[src/design/lrtc_pkg.sv]
// lrtc_pkg: shared types and constants for the record tag cache.
// Used by lrtc_cell and lru_record_tag_cache_top; depends on nothing.
`default_nettype none

package lrtc_pkg;

  // Geometry
  localparam int ENTRIES  = 64;
  localparam int IDX_W    = (ENTRIES > 1) ? $clog2(ENTRIES) : 1;
  localparam int REC_W    = 48;
  localparam int AGE_W    = 64;
  localparam int STATUS_W = 3;
  localparam int SLOT_W   = 6;

  // Operation codes
  localparam logic FUNC_LOOKUP = 1'b0;
  localparam logic FUNC_CLEAR  = 1'b1;

  // Status codes
  localparam logic [STATUS_W-1:0] ST_HIT_OK    = 3'd0;
  localparam logic [STATUS_W-1:0] ST_HIT_FAIL  = 3'd1;
  localparam logic [STATUS_W-1:0] ST_MISS_OK   = 3'd2;
  localparam logic [STATUS_W-1:0] ST_MISS_FAIL = 3'd3;
  localparam logic [STATUS_W-1:0] ST_RANGE     = 3'd4;
  localparam logic [STATUS_W-1:0] ST_CLEARED   = 3'd5;

  typedef struct packed {
    logic             func;
    logic [REC_W-1:0] record_number;
    logic             fetch_ok;
  } in_item_t;

  typedef struct packed {
    logic [STATUS_W-1:0] status;
    logic                success;
    logic [SLOT_W-1:0]   slot;
    logic                evicted;
    logic [REC_W-1:0]    evicted_record;
  } out_item_t;

  // Running replacement candidate handed from cell to cell
  typedef struct packed {
    logic             has_free;
    logic [IDX_W-1:0] free_idx;
    logic             has_vic;
    logic [IDX_W-1:0] vic_idx;
    logic [AGE_W-1:0] vic_age;
    logic [REC_W-1:0] vic_tag;
  } cand_t;

  // Write controls broadcast to every cell
  typedef struct packed {
    logic             clr;
    logic             wr_new;
    logic             wr_age;
    logic [REC_W-1:0] tag;
    logic             ok;
    logic [AGE_W-1:0] age;
  } cell_ctl_t;

  // Lookup status from one cell
  typedef struct packed {
    logic hit;
    logic hit_ok;
  } cell_st_t;

  typedef enum logic [1:0] {
    S_IDLE,
    S_CHECK,
    S_SWEEP,
    S_FILL
  } fsm_t;

endpackage

`default_nettype wire

[src/design/lrtc_cell.sv]
// lrtc_cell: one cache entry (tag, used, fetch outcome, age) with its tag
// compare and one registered step of the replacement candidate scan. Uses lrtc_pkg.
`default_nettype none

module lrtc_cell (
  input  wire                       clk,
  input  wire                       rst_n,
  input  wire  [lrtc_pkg::IDX_W-1:0] cell_idx,
  input  wire                       sel,
  input  lrtc_pkg::cell_ctl_t       ctl,
  input  wire  [lrtc_pkg::REC_W-1:0] key,
  output lrtc_pkg::cell_st_t        st,
  input  lrtc_pkg::cand_t           cand_in,
  output lrtc_pkg::cand_t           cand_out
);
  import lrtc_pkg::*;

  logic             used_r;
  logic [REC_W-1:0] tag_r;
  logic             ok_r;
  logic [AGE_W-1:0] age_r;
  cand_t            cand_r;
  cand_t            cand_nxt;

  // Hold the used bit; clear drops every entry
  always_ff @(posedge clk) begin
    if (!rst_n) begin
      used_r <= 1'b0;
    end else if (ctl.clr) begin
      used_r <= 1'b0;
    end else if (sel && ctl.wr_new) begin
      used_r <= 1'b1;
    end
  end

  // Entry payload
  always_ff @(posedge clk) begin
    if (sel && ctl.wr_new) begin
      tag_r <= ctl.tag;
      ok_r  <= ctl.ok;
    end
    if (sel && (ctl.wr_new || ctl.wr_age)) begin
      age_r <= ctl.age;
    end
  end

  // Tag compare
  assign st.hit    = used_r && (tag_r == key);
  assign st.hit_ok = used_r && (tag_r == key) && ok_r;

  // Merge this entry into the candidate: lowest free slot, else oldest age,
  // lowest tag on equal ages
  always_comb begin
    cand_nxt = cand_in;
    if (!used_r) begin
      if (!cand_in.has_free) begin
        cand_nxt.has_free = 1'b1;
        cand_nxt.free_idx = cell_idx;
      end
    end else if (!cand_in.has_vic || (age_r < cand_in.vic_age) ||
                 ((age_r == cand_in.vic_age) && (tag_r < cand_in.vic_tag))) begin
      cand_nxt.has_vic = 1'b1;
      cand_nxt.vic_idx = cell_idx;
      cand_nxt.vic_age = age_r;
      cand_nxt.vic_tag = tag_r;
    end
  end

  // Advance the candidate to the next cell
  always_ff @(posedge clk) begin
    if (!rst_n) begin
      cand_r <= '0;
    end else begin
      cand_r <= cand_nxt;
    end
  end

  assign cand_out = cand_r;

endmodule

`default_nettype wire

[config.mk]
export PLATFORM = sky130hd
export DESIGN_NAME = lrtc_cell
export DESIGN_NICKNAME = d
export VERILOG_FILES = /design/src/design/lrtc_pkg.sv /design/src/design/lrtc_cell.sv
export SDC_FILE = /design/constraint.sdc
export NUM_CORES = 1
export LEC_CHECK = 0
export BUFFER_PORTS_ARGS = -buffer_cell sky130_fd_sc_hd__clkbuf_2
export CORE_MARGIN = 1.5
export CORE_UTILIZATION = 42
export DETAILED_ROUTE_END_ITERATION = 7
export GPL_ROUTABILITY_DRIVEN = 0
export PLACE_DENSITY = 0.7
export SYNTH_ARGS = -nofsm -noshare
export SYNTH_HDL_FRONTEND = slang
export SYNTH_SLANG_ARGS = --single-unit
[constraint.sdc]
create_clock -name clk -period 6.6 [get_ports clk]
set_clock_uncertainty 0.2 [all_clocks]
set_input_delay 0.33 -clock clk [delete_from_list [all_inputs] [get_ports clk]]
set_output_delay 0.33 -clock clk [all_outputs]
set_load 0.01 [all_outputs]
==> Word level (Yosys, flattened, before mapping) <==
Index checks and enable logic that the tools add are counted.
{ "totals": {"wordCells": 29, "regBits": 240} }
{ "op_classes": {"n_reduce_logical": 10, "n_lt_le_gt_ge": 2, "eq_ne": 2, "bitwise": 1, "muxes": 4} }
{ "ops": {"columns": ["cell", "count"], "rows": [
  ["two-way mux 119 bit", 2],
  ["== test 64 bit", 1],
  ["less-than comparator 64 bit", 1],
  ["== test 48 bit", 1],
  ["less-than comparator 48 bit", 1],
  ["two-way mux 7 bit", 1],
  ["two-way mux 6 bit", 1],
  ["logical AND 1 bit", 5],
  ["logical OR 1 bit", 3],
  ["OR reduction 2 bit", 1],
  ["zero test 1 bit", 1],
  ["NOT 1 bit", 1]
]} }

==> Depth between registers and ports, before layout <==
{ "depth": {"ltp_word": 5, "depth_mapped": 12, "depth_no_buf": 9} }

==> Least setup slack after synthesis <==
OpenSTA, ideal clock, no wires.
{ "synth_path": {"path_kind": "register to register", "start": "register tag_r[46]", "end": "register cand_r, in the netlist cand_out[100]", "stages_incl_launch_ff": 11, "arrival_ns": 2.617, "path_slack_ns": 3.711, "setup_time_ns": 0.072, "path_cell_list": "edfxtp_1 > ha_1 > nand4_1 > or2_1 > or4b_1 > a211o_1 > a31oi_1 > buf_4 > buf_6 > buf_8 > mux2i_1"} }
{ "synth_via": {"elab_chain_len": 5} }
{ "synth_lines": {"columns": ["item", "line_no", "source"], "rows": [
  ["from (decl)", "lrtc_cell.sv:19", "logic [REC_W-1:0] tag_r;"],
  ["from (signal assigned)", "lrtc_cell.sv:39", "tag_r <= ctl.tag;"],
  ["less-than comparator 48 bit", "lrtc_cell.sv:61", "((age_r == cand_in.vic_age) && (tag_r < cand_in.vic_tag))) begin"],
  ["logical AND 1 bit", "lrtc_cell.sv:61", null],
  ["logical OR 1 bit", "lrtc_cell.sv:60", "end else if (!cand_in.has_vic || (age_r < cand_in.vic_age) ||"],
  ["two-way mux 119 bit", "lrtc_cell.sv:60", null],
  ["two-way mux 119 bit", "lrtc_cell.sv:55", "if (!used_r) begin"],
  ["to (signal assigned)", "lrtc_cell.sv:74", "cand_r <= cand_nxt;"],
  ["to (decl)", "lrtc_cell.sv:22", "cand_t cand_r;"]
]} }
Every way passes these cells.
A chain may end at the register's enable or synchronous reset.

==> Worst setup path in the final report <==
{ "layout_path": {"start": "input port cand_in[102] (netlist name)", "end": "register cand_r, in the netlist cand_out[113]"} }
{ "layout_via": {"elab_chain_len": 5} }
{ "layout_lines": {"columns": ["item", "line_no", "source"], "rows": [
  ["from (decl)", "lrtc_cell.sv:13", "input lrtc_pkg::cand_t cand_in,"],
  ["less-than comparator 64 bit / == test 64 bit (equally long branches)", "lrtc_cell.sv:60, lrtc_cell.sv:61", null],
  ["logical OR 1 bit / logical AND 1 bit (equally long branches)", "lrtc_cell.sv:60, lrtc_cell.sv:61", null],
  ["logical OR 1 bit *", "lrtc_cell.sv:60", null],
  ["two-way mux 119 bit *", "lrtc_cell.sv:60", null],
  ["two-way mux 119 bit *", "lrtc_cell.sv:55", null]
]} }
Mark *: on every way between the ends. The rest lies on a longest branch, timed or not.

==> out/summary.txt <==
FF-to-FF Start -> age_r[54]
Cells after synthesis -> 1132
Max cap viols -> 0
Multi-input gate area -> 5130 um^2
Ys async rst share -> 0%
RSZ-0062 raised after global routing -> no
Area delta synth->final -> 50.2%
Final Cycle Share -> 72.3%
CTS buffer count -> 26
Drt initial violations -> 819
Antenna Nets Post-Route -> 0
# fillers -> 2057
Count of state elements after synthesis -> 240
FP Rows -> 60
Routed WL per cell -> 18.4 um
Clock Sinks -> 240
CORE AREA -> 27200 um^2
I/O Buffers -> 426
Grt ovf -> 0
Critical path class -> input pin to register
Syn nets -> 1542
CP Launch Point -> cand_in[102]
Number of synthesized flops with an enable pin -> 113
CP max-delay cell -> buf_4
Starting density of the core -> 43.1%
Hold violation count in the final report -> 0
Pin count of the biggest net entering global routing -> 128
Seq. cell area -> 5940 um^2
Num ports -> 427
CP Capture Type -> register
Nets -> 2214
Post-synth top flop -> dfxtp_1
Status -> completed
Slew headroom -> 18.3%
Die H -> 170 um
Global-route wire length before repair -> 60300 um
Layout cell share with drive strength beyond 1 -> 26.2%
Crit-path max cell delay -> 0.83 ns
Worst Path Required -> 6.86 ns
Arrival time worst endpoint -> 5.03 ns
Die ar. -> 28900 um^2
Worst VDD drop -> 0.186 mV
Yosys top cell area share -> 29.0%
Worst-path fanout max -> 60
Setup TNS -> 0 ns
Ordered list of cells on the worst path -> dlygate4sd3_1, clkbuf_2, inv_1, ha_1, nand3_1, nor4_2, a221oi_1, a211oi_1, nor4_1, a31oi_4, buf_4, mux2i_1, dlygate4sd3_1
Setup Buffers After CTS -> 0
Vias in the first global route -> 11400
Type of the worst min-delay path -> input pin to register
Pwr/cell area -> 225 nW/um^2
DRT Pass-1 Iters -> 5
WL final -> 40600 um
Commonest cells after routing, fill and taps aside -> clkbuf_2, nand2_1, dlygate4sd3_1
Die X -> 170 um
DP HPWL -> 27000 um
Overall routing resource usage -> 27.2%
Syn. warnings -> 0
CTS tree -> built
Placed Instance Area -> 14100 um^2
Fmax achieved -> 210 MHz
Final worst path period need -> 4.77 ns
Cell Area, Synth -> 11700 um^2
Most frequent cell on the critical path -> dlygate4sd3_1
Post-Layout Inst Area -> 17600 um^2
CTS max path bufs -> 3
Dominant cell type by area after synthesis -> edfxtp_1
Sequential element share of the synthesized area -> 50.7%
Setup violators final -> 0
Synth cell types -> 43
Vias per cell -> 4.95
Final Max Slew Viols -> 0
Startpoint types -> input pin
Root Driver -> clkbuf_16
HP Start -> rst_n
Initial antenna violation count -> 5
Syn Area/Cell -> 10.3 um^2
Leakage -> 9.10 nW
Ranking of synthesized cells by area -> edfxtp_1, dfxtp_1, ha_1, mux2i_1, nand2_1
Worst-Margin Slew -> 1.23 ns
Clk slew on worst S/H paths -> 0.07 ns
DR vias -> 10900
Drt drc -> 0
H-tree Lvls -> 1
Commonest non-fill, non-tap cell in the layout -> clkbuf_2
Worst-Skew Late Latency -> 0.53 ns
==> stage by stage <==
step / hold WS, ns / power, mW / util (%) / setup WS (ns) / std cells
3_3_place_gp: 0.295 / 2.32 / 52.1 / 2.62 / 1894
6_report: 0.186 / 3.96 / 64.7 / 1.83 / 2203
4_1_cts: 0.189 / 3.96 / 64.7 / 2.02 / 2196
3_5_place_dp: 0.298 / 2.34 / 52.1 / 2.54 / 1894
5_1_grt: 0.243 / 4.12 / 64.7 / 1.62 / 2200
2_1_floorplan: 0.206 / 2.07 / - / 3.71 / 1132
==> sequential cells by signal, indices dropped and copies added, names as in the netlist <==
register and flops:
age_r 64, cand_out 126, ok_r 1, tag_r 48, used_r 1
==> cells by family (layout without fill, tap and decap cells) <==
kind of cell	count (synthesis)	in the layout	share of synthesized area, %
AND/OR/NAND/NOR	351	351	12.7
buffers and inverters	158	850	5.64
XOR/XNOR	47	47	3.52
AO/OA/AOI/OAI	107	107	5.52
flip-flops	240	240	50.7
multiplexers	118	118	10.1
other	0	7	0
adder cells (fa/ha/maj)	111	111	11.9
==> what timing repair did <==
| item | in CTS | in global routing |
|---|---|---|
| hold buffers | 254 | 0 |
| resized for setup | 0 | 0 |
| endpoints found under the hold margin | 240 | 0 |
| endpoints found under the setup margin | 0 | 0 |
==> area by class of cell <==
class	count	share of cell area (%)
inverter	117	2.50
clock inverter	14	0.697
clock buffer	34	4.33
antenna	7	0.0996
timing repair buffer	685	26.8
sequential	240	33.7
tap	372	2.65
multi-input combinational	734	29.2
==> worst paths after layout <==
| check | cells past startpoint | slack (ns) | to |
|---|---|---|---|
| setup / recovery | 13 | 1.83 | cand_out[113] |
| hold reg to reg | 2 | 0.35 | cand_out[84] |
| setup reg to reg | 10 | 1.93 | cand_out[113] |
| hold / removal | 3 | 0.19 | cand_out[79] |
==> power breakdown <==
part           switching (mW)  leakage (nW)  internal [mW]  total, mW
Sequential             0.0687          2.13           1.68       1.75
Clock                   0.618         0.432          0.888       1.51
Combinational           0.356          6.54          0.351      0.706
==> layer usage <==
metal	GRT usage, %	vias to the layer above	routed length [um]
li1	-	5232	-
met1	31.5	5101	16200
met2	48.0	432	20100
met3	4.58	130	2130
met4	14.3	0	2180
met5	0	-	0
==> Yosys cell counts (3+ instances only) <==
cell type  instances
nor4_1            12
ha_1             111
a211oi_1           3
dfxtp_1          127
a221oi_1           6
buf_4             10
nand2_1          270
a21oi_1           46
o211ai_1           4
o21ai_0           23
mux2i_1          118
a21o_1             4
edfxtp_1         113
nand4_1           25
a21boi_0           8
nor3_1             9
clkbuf_1          28
nand3_1           12
inv_1            117
xnor2_1            9
nor2_1            11
xor2_1            38
o21a_1             3
==> critical path: cells and delay by family <==
kind,cells,cell delay [ns]
adders and majority gates,1,0.31
AOI/OAI and AO/OA,3,0.85
and+or+nand+nor,3,1.01
buffers and inverters,5,2.12
muxes,1,0.31
Note: power is estimated with default switching activity, not from simulation.
